==> src/rtl/swaf_pkg.sv <==
// Shared constants for the sliding window anagram finder.
// Port widths, parameter defaults and operation codes; no dependencies.
package swaf_pkg;

   localparam int OPERATION_BITS   = 2;
   localparam int SYMBOL_PORT_BITS = 8;
   localparam int START_INDEX_BITS = 16;

   localparam int PATTERN_MAX_DEFAULT = 64;
   localparam int SYMBOL_BITS_DEFAULT = 8;
   localparam int INDEX_BITS_DEFAULT  = 16;

   localparam logic [OPERATION_BITS-1:0] OP_CLEAR   = 2'd0;
   localparam logic [OPERATION_BITS-1:0] OP_PATTERN = 2'd1;
   localparam logic [OPERATION_BITS-1:0] OP_TEXT    = 2'd2;

endpackage

==> src/rtl/swaf_ram.sv <==
// Generic synchronous RAM: one write port, one read port, registered read.
// Read returns the old contents when both ports hit the same address. No dependencies.
module swaf_ram #(
   parameter int WIDTH     = 8,
   parameter int DEPTH     = 64,
   parameter int ADDR_BITS = 6
) (
   input  logic                 clock,
   input  logic                 wr_en,
   input  logic [ADDR_BITS-1:0] wr_addr,
   input  logic [WIDTH-1:0]     wr_data,
   input  logic [ADDR_BITS-1:0] rd_addr,
   output logic [WIDTH-1:0]     rd_data
);

   logic [WIDTH-1:0] mem [DEPTH];

   always_ff @(posedge clock) begin
      rd_data <= mem[rd_addr];
      if (wr_en) begin
         mem[wr_addr] <= wr_data;
      end
   end

endmodule

==> src/rtl/sliding_window_anagram_finder.sv <==
// A matching window's start index passes through the count pipeline stage into the output register.
// A text symbol with a full window stalls the next item, since the count memory serves the
// incoming decrement and then the outgoing restore; other items do not stall on their own.
// A two-entry output stage stalls the input only while both entries hold results.
// Reset and clear items run a clearing pass over all 2**SYMBOL_BITS count memory entries,
// during which no item is taken. A clear waits until the count pipeline is empty.
module sliding_window_anagram_finder
   import swaf_pkg::*;
#(
   parameter int PATTERN_MAX = PATTERN_MAX_DEFAULT,
   parameter int SYMBOL_BITS = SYMBOL_BITS_DEFAULT,
   parameter int INDEX_BITS  = INDEX_BITS_DEFAULT
) (
   input  logic                        clock,
   input  logic                        reset,
   input  logic                        req_valid,
   output logic                        req_stall,
   input  logic [OPERATION_BITS-1:0]   req_operation,
   input  logic [SYMBOL_PORT_BITS-1:0] req_symbol,
   output logic                        rsp_valid,
   input  logic                        rsp_stall,
   output logic [START_INDEX_BITS-1:0] rsp_start_index
);

   localparam int LEN_BITS  = $clog2(PATTERN_MAX + 1);
   localparam int PTR_BITS  = (PATTERN_MAX > 1) ? $clog2(PATTERN_MAX) : 1;
   localparam int CNT_BITS  = LEN_BITS + 1;
   localparam int WORD_BITS = CNT_BITS + 1;
   localparam int SYM_COUNT = 1 << SYMBOL_BITS;
   localparam int SUB_BITS  = (INDEX_BITS > LEN_BITS) ? INDEX_BITS : LEN_BITS;

   localparam logic [1:0] KIND_PAT = 2'd0;
   localparam logic [1:0] KIND_TXT = 2'd1;
   localparam logic [1:0] KIND_RST = 2'd2;

   localparam logic [LEN_BITS-1:0] LEN_MAX = LEN_BITS'(PATTERN_MAX);
   localparam logic [PTR_BITS-1:0] PTR_LAST = PTR_BITS'(PATTERN_MAX - 1);
   localparam logic [SYMBOL_BITS-1:0] SYM_LAST = SYMBOL_BITS'(SYM_COUNT - 1);

   // control state
   logic                   clearing_ff, clearing_in;
   logic [SYMBOL_BITS-1:0] clr_addr_ff, clr_addr_in;
   logic                   text_begun_ff, text_begun_in;
   logic [LEN_BITS-1:0]    pattern_length_ff, pattern_length_in;
   logic [LEN_BITS-1:0]    window_fill_ff, window_fill_in;
   logic [PTR_BITS-1:0]    ring_ptr_ff, ring_ptr_in;
   logic [PTR_BITS-1:0]    tail_ptr_ff, tail_ptr_in;
   logic [INDEX_BITS-1:0]  text_pos_ff, text_pos_in;
   logic [LEN_BITS-1:0]    unbal_ff, unbal_in;

   // count pipeline stage
   logic                   s1_valid_ff, s1_valid_in;
   logic [1:0]             s1_kind_ff, s1_kind_in;
   logic [SYMBOL_BITS-1:0] s1_sym_ff, s1_sym_in;
   logic                   s1_full_ff, s1_full_in;
   logic                   s1_self_ff, s1_self_in;
   logic [INDEX_BITS-1:0]  s1_start_ff, s1_start_in;

   // write forwarding
   logic                   fwd_valid_ff, fwd_valid_in;
   logic [SYMBOL_BITS-1:0] fwd_addr_ff, fwd_addr_in;
   logic [WORD_BITS-1:0]   fwd_data_ff, fwd_data_in;

   // output registers: head drives the port, spare takes a result while the head is held
   logic                        rsp_valid_ff, rsp_valid_in;
   logic [START_INDEX_BITS-1:0] rsp_index_ff, rsp_index_in;
   logic                        spare_valid_ff, spare_valid_in;
   logic [START_INDEX_BITS-1:0] spare_index_ff, spare_index_in;

   logic                   accept;
   logic [SYMBOL_BITS-1:0] sym;
   logic                   is_clear, is_pattern, is_text;
   logic                   take_pattern, take_text;
   logic                   restore_pending;
   logic [LEN_BITS:0]      fill_inc;
   logic                   full_now;
   logic [SUB_BITS-1:0]    start_wide;

   logic [SYMBOL_BITS-1:0] ring_rd_data;
   logic [SYMBOL_BITS-1:0] leave_sym;
   logic [SYMBOL_BITS-1:0] cnt_rd_addr;
   logic [WORD_BITS-1:0]   cnt_rd_data;
   logic                   cnt_wr_en;
   logic [SYMBOL_BITS-1:0] cnt_wr_addr;
   logic [WORD_BITS-1:0]   cnt_wr_data;

   logic [WORD_BITS-1:0]       cur_word;
   logic signed [CNT_BITS-1:0] cur_cnt;
   logic signed [CNT_BITS-1:0] new_cnt;
   logic                       cur_inp;
   logic                       new_inp;
   logic [LEN_BITS-1:0]        unbal_next;
   logic                       result_load;
   logic                       rsp_pop;
   logic [START_INDEX_BITS-1:0] new_index;

   assign sym        = SYMBOL_BITS'(req_symbol);
   assign is_clear   = (req_operation == OP_CLEAR);
   assign is_pattern = (req_operation == OP_PATTERN);
   assign is_text    = (req_operation == OP_TEXT);

   assign restore_pending = s1_valid_ff && (s1_kind_ff == KIND_TXT) && s1_full_ff;

   assign req_stall = clearing_ff || restore_pending || spare_valid_ff ||
                      (is_clear && s1_valid_ff);
   assign accept    = req_valid && !req_stall;

   assign take_pattern = accept && is_pattern && !text_begun_ff && (pattern_length_ff < LEN_MAX);
   assign take_text    = accept && is_text && (pattern_length_ff != '0);

   assign fill_inc   = {1'b0, window_fill_ff} + 1'b1;
   assign full_now   = (fill_inc >= {1'b0, pattern_length_ff});
   assign start_wide = SUB_BITS'(text_pos_ff) + 1'b1 - SUB_BITS'(pattern_length_ff);

   // window bookkeeping at transfer time
   always_comb begin
      clearing_in       = clearing_ff;
      clr_addr_in       = clr_addr_ff;
      text_begun_in     = text_begun_ff;
      pattern_length_in = pattern_length_ff;
      window_fill_in    = window_fill_ff;
      ring_ptr_in       = ring_ptr_ff;
      tail_ptr_in       = tail_ptr_ff;
      text_pos_in       = text_pos_ff;
      if (clearing_ff) begin
         clr_addr_in = clr_addr_ff + 1'b1;
         if (clr_addr_ff == SYM_LAST) begin
            clearing_in = 1'b0;
         end
      end
      if (accept) begin
         unique case (req_operation)
            OP_CLEAR: begin
               clearing_in       = 1'b1;
               clr_addr_in       = '0;
               text_begun_in     = 1'b0;
               pattern_length_in = '0;
               window_fill_in    = '0;
               ring_ptr_in       = '0;
               tail_ptr_in       = '0;
               text_pos_in       = '0;
            end
            OP_PATTERN: begin
               if (take_pattern) begin
                  pattern_length_in = pattern_length_ff + 1'b1;
               end
            end
            OP_TEXT: begin
               text_begun_in = 1'b1;
               text_pos_in   = text_pos_ff + 1'b1;
               if (take_text) begin
                  window_fill_in = full_now ? pattern_length_ff : fill_inc[LEN_BITS-1:0];
                  ring_ptr_in    = (ring_ptr_ff == PTR_LAST) ? '0 : ring_ptr_ff + 1'b1;
                  if (full_now) begin
                     tail_ptr_in = (tail_ptr_ff == PTR_LAST) ? '0 : tail_ptr_ff + 1'b1;
                  end
               end
            end
            default: begin
            end
         endcase
      end
   end

   assign leave_sym   = s1_self_ff ? s1_sym_ff : ring_rd_data;
   assign cnt_rd_addr = restore_pending ? leave_sym : sym;

   always_comb begin
      s1_valid_in = 1'b0;
      s1_kind_in  = KIND_PAT;
      s1_sym_in   = sym;
      s1_full_in  = 1'b0;
      s1_self_in  = 1'b0;
      s1_start_in = start_wide[INDEX_BITS-1:0];
      if (restore_pending) begin
         s1_valid_in = 1'b1;
         s1_kind_in  = KIND_RST;
         s1_sym_in   = leave_sym;
      end else if (take_pattern) begin
         s1_valid_in = 1'b1;
      end else if (take_text) begin
         s1_valid_in = 1'b1;
         s1_kind_in  = KIND_TXT;
         s1_full_in  = full_now;
         s1_self_in  = (pattern_length_ff == LEN_BITS'(1));
      end
   end

   // count read-modify-write
   assign cur_word = (fwd_valid_ff && (fwd_addr_ff == s1_sym_ff)) ? fwd_data_ff : cnt_rd_data;
   assign cur_cnt  = cur_word[CNT_BITS-1:0];
   assign cur_inp  = cur_word[CNT_BITS];

   always_comb begin
      new_cnt    = cur_cnt;
      new_inp    = cur_inp;
      unbal_next = unbal_ff;
      case (s1_kind_ff)
         KIND_PAT: begin
            new_cnt = cur_cnt + 2'sd1;
            new_inp = 1'b1;
            if (cur_cnt == '0) begin
               unbal_next = unbal_ff + 1'b1;
            end
         end
         KIND_TXT: begin
            if (cur_inp) begin
               new_cnt = cur_cnt - 2'sd1;
               if (cur_cnt == CNT_BITS'(1)) begin
                  unbal_next = unbal_ff - 1'b1;
               end
            end
         end
         default: begin
            if (cur_inp) begin
               new_cnt = cur_cnt + 2'sd1;
               if (cur_cnt == '0) begin
                  unbal_next = unbal_ff + 1'b1;
               end
            end
         end
      endcase
   end

   assign cnt_wr_en   = clearing_ff || s1_valid_ff;
   assign cnt_wr_addr = clearing_ff ? clr_addr_ff : s1_sym_ff;
   assign cnt_wr_data = clearing_ff ? '0 : {new_inp, new_cnt};

   assign fwd_valid_in = s1_valid_ff;
   assign fwd_addr_in  = s1_sym_ff;
   assign fwd_data_in  = {new_inp, new_cnt};

   always_comb begin
      unbal_in = unbal_ff;
      if (accept && is_clear) begin
         unbal_in = '0;
      end else if (s1_valid_ff) begin
         unbal_in = unbal_next;
      end
   end

   assign result_load = s1_valid_ff && (s1_kind_ff == KIND_TXT) && s1_full_ff &&
                        (unbal_next == '0);
   assign rsp_pop     = rsp_valid_ff && !rsp_stall;
   assign new_index   = START_INDEX_BITS'(s1_start_ff);

   always_comb begin
      rsp_valid_in   = rsp_valid_ff;
      rsp_index_in   = rsp_index_ff;
      spare_valid_in = spare_valid_ff;
      spare_index_in = spare_index_ff;
      if (rsp_pop) begin
         rsp_valid_in   = spare_valid_ff;
         rsp_index_in   = spare_index_ff;
         spare_valid_in = 1'b0;
      end
      if (result_load) begin
         if (!rsp_valid_in) begin
            rsp_valid_in = 1'b1;
            rsp_index_in = new_index;
         end else begin
            spare_valid_in = 1'b1;
            spare_index_in = new_index;
         end
      end
   end

   assign rsp_valid       = rsp_valid_ff;
   assign rsp_start_index = rsp_index_ff;

   always_ff @(posedge clock) begin
      if (reset) begin
         clearing_ff       <= 1'b1;
         clr_addr_ff       <= '0;
         text_begun_ff     <= 1'b0;
         pattern_length_ff <= '0;
         window_fill_ff    <= '0;
         ring_ptr_ff       <= '0;
         tail_ptr_ff       <= '0;
         text_pos_ff       <= '0;
         unbal_ff          <= '0;
         s1_valid_ff       <= 1'b0;
         fwd_valid_ff      <= 1'b0;
         rsp_valid_ff      <= 1'b0;
         spare_valid_ff    <= 1'b0;
      end else begin
         clearing_ff       <= clearing_in;
         clr_addr_ff       <= clr_addr_in;
         text_begun_ff     <= text_begun_in;
         pattern_length_ff <= pattern_length_in;
         window_fill_ff    <= window_fill_in;
         ring_ptr_ff       <= ring_ptr_in;
         tail_ptr_ff       <= tail_ptr_in;
         text_pos_ff       <= text_pos_in;
         unbal_ff          <= unbal_in;
         s1_valid_ff       <= s1_valid_in;
         fwd_valid_ff      <= fwd_valid_in;
         rsp_valid_ff      <= rsp_valid_in;
         spare_valid_ff    <= spare_valid_in;
      end
   end

   always_ff @(posedge clock) begin
      s1_kind_ff     <= s1_kind_in;
      s1_sym_ff      <= s1_sym_in;
      s1_full_ff     <= s1_full_in;
      s1_self_ff     <= s1_self_in;
      s1_start_ff    <= s1_start_in;
      fwd_addr_ff    <= fwd_addr_in;
      fwd_data_ff    <= fwd_data_in;
      rsp_index_ff   <= rsp_index_in;
      spare_index_ff <= spare_index_in;
   end

   swaf_ram #(
      .WIDTH     (SYMBOL_BITS),
      .DEPTH     (PATTERN_MAX),
      .ADDR_BITS (PTR_BITS)
   ) u_ring (
      .clock   (clock),
      .wr_en   (take_text),
      .wr_addr (ring_ptr_ff),
      .wr_data (sym),
      .rd_addr (tail_ptr_ff),
      .rd_data (ring_rd_data)
   );

   swaf_ram #(
      .WIDTH     (WORD_BITS),
      .DEPTH     (SYM_COUNT),
      .ADDR_BITS (SYMBOL_BITS)
   ) u_counts (
      .clock   (clock),
      .wr_en   (cnt_wr_en),
      .wr_addr (cnt_wr_addr),
      .wr_data (cnt_wr_data),
      .rd_addr (cnt_rd_addr),
      .rd_data (cnt_rd_data)
   );

`ifndef SYNTHESIS
   a_no_result_overrun: assert property (@(posedge clock) disable iff (reset)
      !(result_load && spare_valid_ff))
      else $error("result loaded with both output entries taken");

   a_fill_bounded: assert property (@(posedge clock) disable iff (reset)
      window_fill_ff <= pattern_length_ff)
      else $error("window fill exceeds pattern length");

   a_unbal_bounded: assert property (@(posedge clock) disable iff (reset)
      unbal_ff <= pattern_length_ff)
      else $error("unbalanced count exceeds pattern length");

   a_restore_follows_text: assert property (@(posedge clock) disable iff (reset)
      (s1_valid_ff && s1_kind_ff == KIND_RST) |-> $past(restore_pending))
      else $error("restore without a full-window text symbol");

   a_clear_pass_exclusive: assert property (@(posedge clock) disable iff (reset)
      !(clearing_ff && s1_valid_ff))
      else $error("count update during clearing pass");
`endif

endmodule

==> config.mk <==
export PLATFORM = sky130hd
export DESIGN_NAME = sliding_window_anagram_finder
export DESIGN_NICKNAME = d
export VERILOG_FILES = /design/src/rtl/swaf_pkg.sv /design/src/rtl/swaf_ram.sv /design/src/rtl/sliding_window_anagram_finder.sv
export SDC_FILE = /design/constraint.sdc
export NUM_CORES = 2
export LEC_CHECK = 0
export BUFFER_PORTS_ARGS = -buffer_cell sky130_fd_sc_hd__buf_2
export CELL_PAD_IN_SITES_DETAIL_PLACEMENT = 1
export CELL_PAD_IN_SITES_GLOBAL_PLACEMENT = 2
export CORE_ASPECT_RATIO = 1.5
export CORE_MARGIN = 2
export CORE_UTILIZATION = 45
export DETAILED_ROUTE_END_ITERATION = 16
export GPL_TIMING_DRIVEN = 0
export HOLD_SLACK_MARGIN = 0.15
export PLACE_DENSITY_LB_ADDON = 0.1
export RECOVER_POWER = 25
export SYNTH_ARGS = -nofsm -noshare
export SYNTH_HDL_FRONTEND = slang
export SYNTH_SLANG_ARGS = --single-unit
==> constraint.sdc <==
create_clock -name clock -period 11 [get_ports clock]
set_clock_uncertainty 0.15 [all_clocks]
set_input_delay 0.55 -clock clock [delete_from_list [all_inputs] [get_ports clock]]
set_output_delay 0.55 -clock clock [all_outputs]
set_load 0.01 [all_outputs]
# Word level (Yosys, flattened, before mapping)
# Memories as Yosys holds them, arrays and structs flattened. A register that Yosys moved wholly into a read port is not among the register bits.
# Cells that the tools add are included.
# Widths: inputs -> output; s select.
# totals
romBits	0
latchBits	0
output_inout_bits	18
word_cells	136
memories	2
in_bits	14
reg_bits	140
ram_bits	2816
# classes
n_eq_ne	12
mux	50
n_reduce_logical	35
shift	0
n_bitwise	1
n_div	0
n_lt_le_gt_ge	2
mul	0
addsub	11
# mem_list
memory	words	word_bits	read_ports	rd_clocked_by_memory_dff	write_ports	line	source
u_counts.mem	256	9	1	1	1	swaf_ram.sv:16	logic [WIDTH-1:0] mem [DEPTH];
u_ring.mem	64	8	1	1	1	swaf_ram.sv:16	
# op_table
cell	count
$mux 8	8
$mux 7	7
$mux 16	3
$pmux 7 s2	3
$pmux 16 s2	1
$mux 6	5
$pmux 6 s2	2
$mux 9	2
$mux 1	17
$add 16x1->16 const B	1
$pmux 8 s2	1
$sub 16x7->16	1
$add 7x1->7 const B	2
$logic_and 1x1->1	13
$add 6x1->6 const B	2
$eq 6x6->1 const B	2
$add 7x1->8 const B	1
$add 8x1->8 const B	1
$add 8x2->8 const B	1
$eq 8x2->1 const B	1
$eq 8x8->1	1
$eq 8x8->1 const B	1
$ge 8x7->1	1
$logic_not 8->1	1
20 further kinds	33

# Depth between registers and ports, before layout
# depth
word_depth	13
mapped_depth	18
ltp_nobuf	15

# Cells and area by module
# Synthesis repeated with hierarchy kept, for this count alone.
# unflattened
hier_cells	5985
area_unflattened_um2	116978.4
# modules_own_cells
module	area_per_inst_um2	instances	seq_area_each_um2	cells_each
swaf_ram at u_counts	89278.1	1	69366.5	4237
swaf_ram at u_ring	20166.8	1	15534.9	940
sliding_window_anagram_finder	7533.5	1	2962.8	808

# Worst setup path after synthesis
# No wires, ideal clock.
# synth_path
kind	register to register
start	reg s1_sym_ff[6] (netlist: fwd_addr_in[6])
end	mem u_counts.mem[0][6] in the netlist's numbering, data pin
path_stages_with_launch	14
path_buffers	2
required_time_ps	9402
arrival_ps	9200
synth_period_minus_slack_ps	10798
setup_slack_ps	202
setup_ps	1448
cell_sequence	dfxtp_1 -> xnor2_1 -> nand3_2 -> nor3_2 -> buf_2 -> buf_1 -> mux2i_1 -> inv_1 -> ha_1 -> o221ai_1 -> o22ai_1 -> a2bb2oi_1 -> xor2_1 -> nor2b_1
# synth_between
elab_chain_cells	7
elab_cells_between_ends	9
classes_between	2 x add/sub; 1 x eq/ne; 5 x mux; 1 x reduce/logical
# synth_lines
element	line	source
start: declaration	sliding_window_anagram_finder.sv:54	logic [SYMBOL_BITS-1:0] s1_sym_ff, s1_sym_in;
start signal: assignment	sliding_window_anagram_finder.sv:305	s1_sym_ff <= s1_sym_in;
$eq 8x8->1 *	sliding_window_anagram_finder.sv:190	assign cur_word = (fwd_valid_ff && (fwd_addr_ff == s1_sym_ff)) ? fwd_data_ff : cnt_rd_data;
$logic_and 1x1->1 *	sliding_window_anagram_finder.sv:190	
$mux 9 *	sliding_window_anagram_finder.sv:190	
$add 8x2->8 or $sub 8x2->8 (tied branches)	sliding_window_anagram_finder.sv:200, sliding_window_anagram_finder.sv:216, sliding_window_anagram_finder.sv:208	
$mux 8, on equally long branches	sliding_window_anagram_finder.sv:215, sliding_window_anagram_finder.sv:207	
$pmux 8 s2 *	sliding_window_anagram_finder.sv:198	case (s1_kind_ff)
net new_cnt[6]	sliding_window_anagram_finder.sv:89	logic signed [CNT_BITS-1:0] new_cnt;
$mux 9 *	sliding_window_anagram_finder.sv:227	assign cnt_wr_data = clearing_ff ? '0 : {new_inp, new_cnt};
net cnt_wr_data[6]	sliding_window_anagram_finder.sv:85	logic [WORD_BITS-1:0] cnt_wr_data;
end: declaration	swaf_ram.sv:16	
# The timed path passes the listed nets; every way through them passes the cells marked *.

# Worst setup path in the final report
# layout_path
start	in req_symbol[4]
end	reg u_counts.rd_data[7], read port of u_counts.mem
# layout_between
elab_chain_cells	1
# layout_lines
element	line	source
start: declaration	sliding_window_anagram_finder.sv:19	input logic [SYMBOL_PORT_BITS-1:0] req_symbol,
$mux 8	sliding_window_anagram_finder.sv:166	assign cnt_rd_addr = restore_pending ? leave_sym : sym;
end: declaration	swaf_ram.sv:13	output logic [WIDTH-1:0] rd_data
# Every way passes these cells.
# A chain may end at the register's enable or synchronous reset.

==> run metrics <==
result of the run=complete, but fails checks; violations in the final reports=max-capacitance violations, max-slew violations; DR vias/cell=5.91; Root Driver=clkbuf_16; die area=approximately 260000 sq um; fmax=roughly 120 MHz; depth of the most critical reg-to-reg path=11; CTS H-tree depth=5; maximum resistive drop on vdd=~0.15 mV; Power Dens Cells=roughly 170 nW/um^2; signed area change from the synthesized netlist to the final layout=12.8%; number of global-route vias before repair=65300; setup slack on the worst flop-to-flop path=3.36 ns; Critical Path RT=about 11 ns; Fin Hold WS=0.242 ns; dominant register cell in the synthesized netlist=edfxtp_1; global-route wire length before repair=507 mm; Critical-path top delay cell=clkbuf_1; die height=628 microns; clock sink total=2973; Area contributors post-synth=edfxtp_1 (73%), mux4_2 (14%), dfxtp_1 (2.4%); final-layout fill cell count=23400; count of flip-flops with a built-in enable after synthesis=2832; area fraction of the dominant cell type after synthesis=about 73%; site row count=approximately 230; fraction of final layout cells sized beyond drive strength 1=around 20%; weighted congestion at the end of routability-driven global placement=0.920; number of distinct library cells after synthesis=72; Bufs on Longest Clock Path=4; Synth area leader=edfxtp_1; cells after synthesis=6208; static leakage=36.2 nW; initial cell density of the core=45.1%; clock period minus worst slack=8.14 ns; Hold Vio Cnt, Final=0; total CTS buffers=289; unrepaired setup endpoints after global routing=false; capturing point of the worst reg2reg path=u_counts.mem[252][8]; part of the cycle the worst path needs=approximately three quarters; number of register bits inferred by synthesis=2973; # port buffers=30; Reg clk slew, reported paths=0.06 ns; net count of the finished layout=6645; termination of the worst setup path=u_counts.rd_data[7]; all-layer global routing usage=between 20% and 30%; Synthesized Nets=6250; core area=259000 sq um; residual overflow from global routing=0; routed wire length per instance=35.3 microns; share of synthesized area occupied by flip-flops and latches=75.3%; summed instance area of the synthesized netlist=117000 sq um; number of antenna-violating nets in the routed design=0; Max-cap violations=27; setup violation total in the final timing report=0; Worst slew margin=-115%; most numerous cell on the critical path=clkbuf_1; Final TNS setup=0 ns; data arrival time at the worst-slack endpoint=8.62 ns; top cells by count, synth=edfxtp_1 (2832), mux4_2 (744), nand2_1 (690), nand3_1 (470), nor2_1 (443); vias=60800; maximum fanout along the worst path=65; transition time at the pin with the least slew margin=3.23 ns; first-pass iteration count of the detailed router=7; Worst setup SP type=primary input; endpoint kind of the worst setup timing path=flip-flop; clock network latency to the later pin of the worst-skew pair=0.87 ns; most instantiated library cell after synthesis=edfxtp_1; Post-Syn Area per Cell=18.8 sq um; final max-slew violation count=928; critical path, cell by cell=clkbuf_1 > mux2_2 > clkbuf_1 > clkbuf_1 > clkbuf_1 > mux4_2 > nand2_1 > nand3_1 > nand3_1 > nand4_1 > nor2_1 > nand2_1; Synth Warn #=0; overall routed net length=363 mm; num ports=32; initial antenna violation count=11; asr flop ratio synth=0%; clock tree from TritonCTS=yes; half-perimeter wire length of the detailed placement result=259 mm; r2r startpoint=fwd_addr_in[1]; die width=420 microns; Initial DRC Count=5250; critical path type=primary input to flip-flop; Critical Path Max Stage Delay=2.24 ns; path type of the worst min-delay path=primary input to flip-flop; launching element of the worst setup path=req_symbol[4]; detailed-route DRC error count=0; pin count of the biggest net entering global routing=66
[state kept, by name (all words and copies together), names as in the netlist, 7 cells and up]
register,flops
u_counts.mem,2304
u_ring.mem,512
new_index,16
pattern_length_ff,7
fwd_addr_ff,8
clr_addr_ff,8
fwd_addr_in,8
unbal_ff,7
rsp_start_index,16
u_counts.rd_data,9
fwd_data_ff,9
window_fill_ff,7
spare_index_ff,16
text_pos_ff,16
u_ring.rd_data,8
[per-stage QoR]
step                      instance area, sq um  total power, W  cells  utilization [%]  setup WS, ns
after floorplan                         117000          0.0129   6208                -         0.202
after global placement                  121000          0.0133   9703             46.9        -10.85
after detailed placement                123000          0.0133   9764             47.4          3.90
after CTS                               132000          0.0231  10300             51.0          4.50
after global routing                    132000          0.0235  10300             50.9          2.79
final                                   132000          0.0230  10300             50.9          2.86
[worst max-delay path, delay by kind of cell]
| family | cells | cell delay [ns] |
|---|---|---|
| buffers and inverters | 4 | 5.28 |
| multiplexers | 2 | 0.89 |
| AND/OR/NAND/NOR | 6 | 1.80 |
[metal layers]
metal	vias up	share of wire (%)	global-route usage, %
met5	-	0.0072	0
met4	4	7.2	17.0
met3	692	4.9	4.20
met2	1869	54	50.2
met1	32700	34	30.7
li1	25500	-	-
[cell usage in the layout (no fill, tap or decap), types with 23 or more instances in the layout]
cell type and count:
buf_1 55, buf_2 62, buf_12 46, clkinv_1 41, clkbuf_1 302, ha_1 27
bufinv_16 23, mux2i_1 30, nor2_1 442, xnor2_1 48, nand4_1 56, clkbuf_16 300
nand2_1 690, edfxtp_1 2832, o21ai_0 39, nand3_1 470, mux4_2 744, inv_1 40
dfxtp_1 141, mux2_2 31, clkinv_2 53, a21oi_1 45
[worst min path at each step]
| stage | from | slack (ns) | to | cells past startpoint |
|---|---|---|---|---|
| floorplan | fwd_addr_in[4] | 0.25 | fwd_addr_ff[4] | 0 |
| global placement | new_index[3] | 0.26 | spare_index_ff[3] | 0 |
| detailed placement | new_index[2] | 0.27 | spare_index_ff[2] | 0 |
| CTS | req_operation[1] | 0.17 | tail_ptr_ff[2] | 5 |
| global route | req_operation[1] | 0.26 | fwd_valid_in | 3 |
| finish | req_operation[1] | 0.24 | fwd_valid_in | 3 |
[power by group]
| part | switching (W) | internal, W | total (W) |
|---|---|---|---|
| clock network | 0.00433 | 0.00559 | 0.00991 |
| registers | 0.0000283 | 0.0123 | 0.0123 |
| logic | 0.000551 | 0.000199 | 0.000750 |
| total | 0.00491 | 0.0180 | 0.0230 |
[cell type report]
type,instances,area [sq um],share of cell area [%]
Multi-Input combinational cell,2850,27400,20.8
Clock inverter,149,1400,1.06
Antenna cell,8,20.0,0.0152
Tap cell,3465,4340,3.29
Inverter,42,158,0.120
Clock buffer,354,7780,5.91
Timing Repair Buffer,104,1340,1.02
Buffer,343,1380,1.05
Sequential cell,2973,87900,66.7
[cells by family (layout without fill, tap and decap cells)]
logic type                 count (synthesis)  in the layout  share of synthesized area [%]
AOI/OAI and AO/OA                        157            157                          0.896
xor gates and xnor gates                  69             69                          0.518
adders and majority gates                 28             28                          0.306
buffers and inverters                    385            992                           1.31
DFF                                     2973           2973                           75.3
muxes                                    815            815                           15.0
other                                      0              8                              0
and+or+nand+nor                         1781           1781                           6.68
[timing repair]
action,CTS,global route
resized for setup,0,0
endpoints found under the hold margin,22,45
setup buffers,0,0
hold buffers,6,2
No activity file was read; power rests on OpenSTA's default activity.
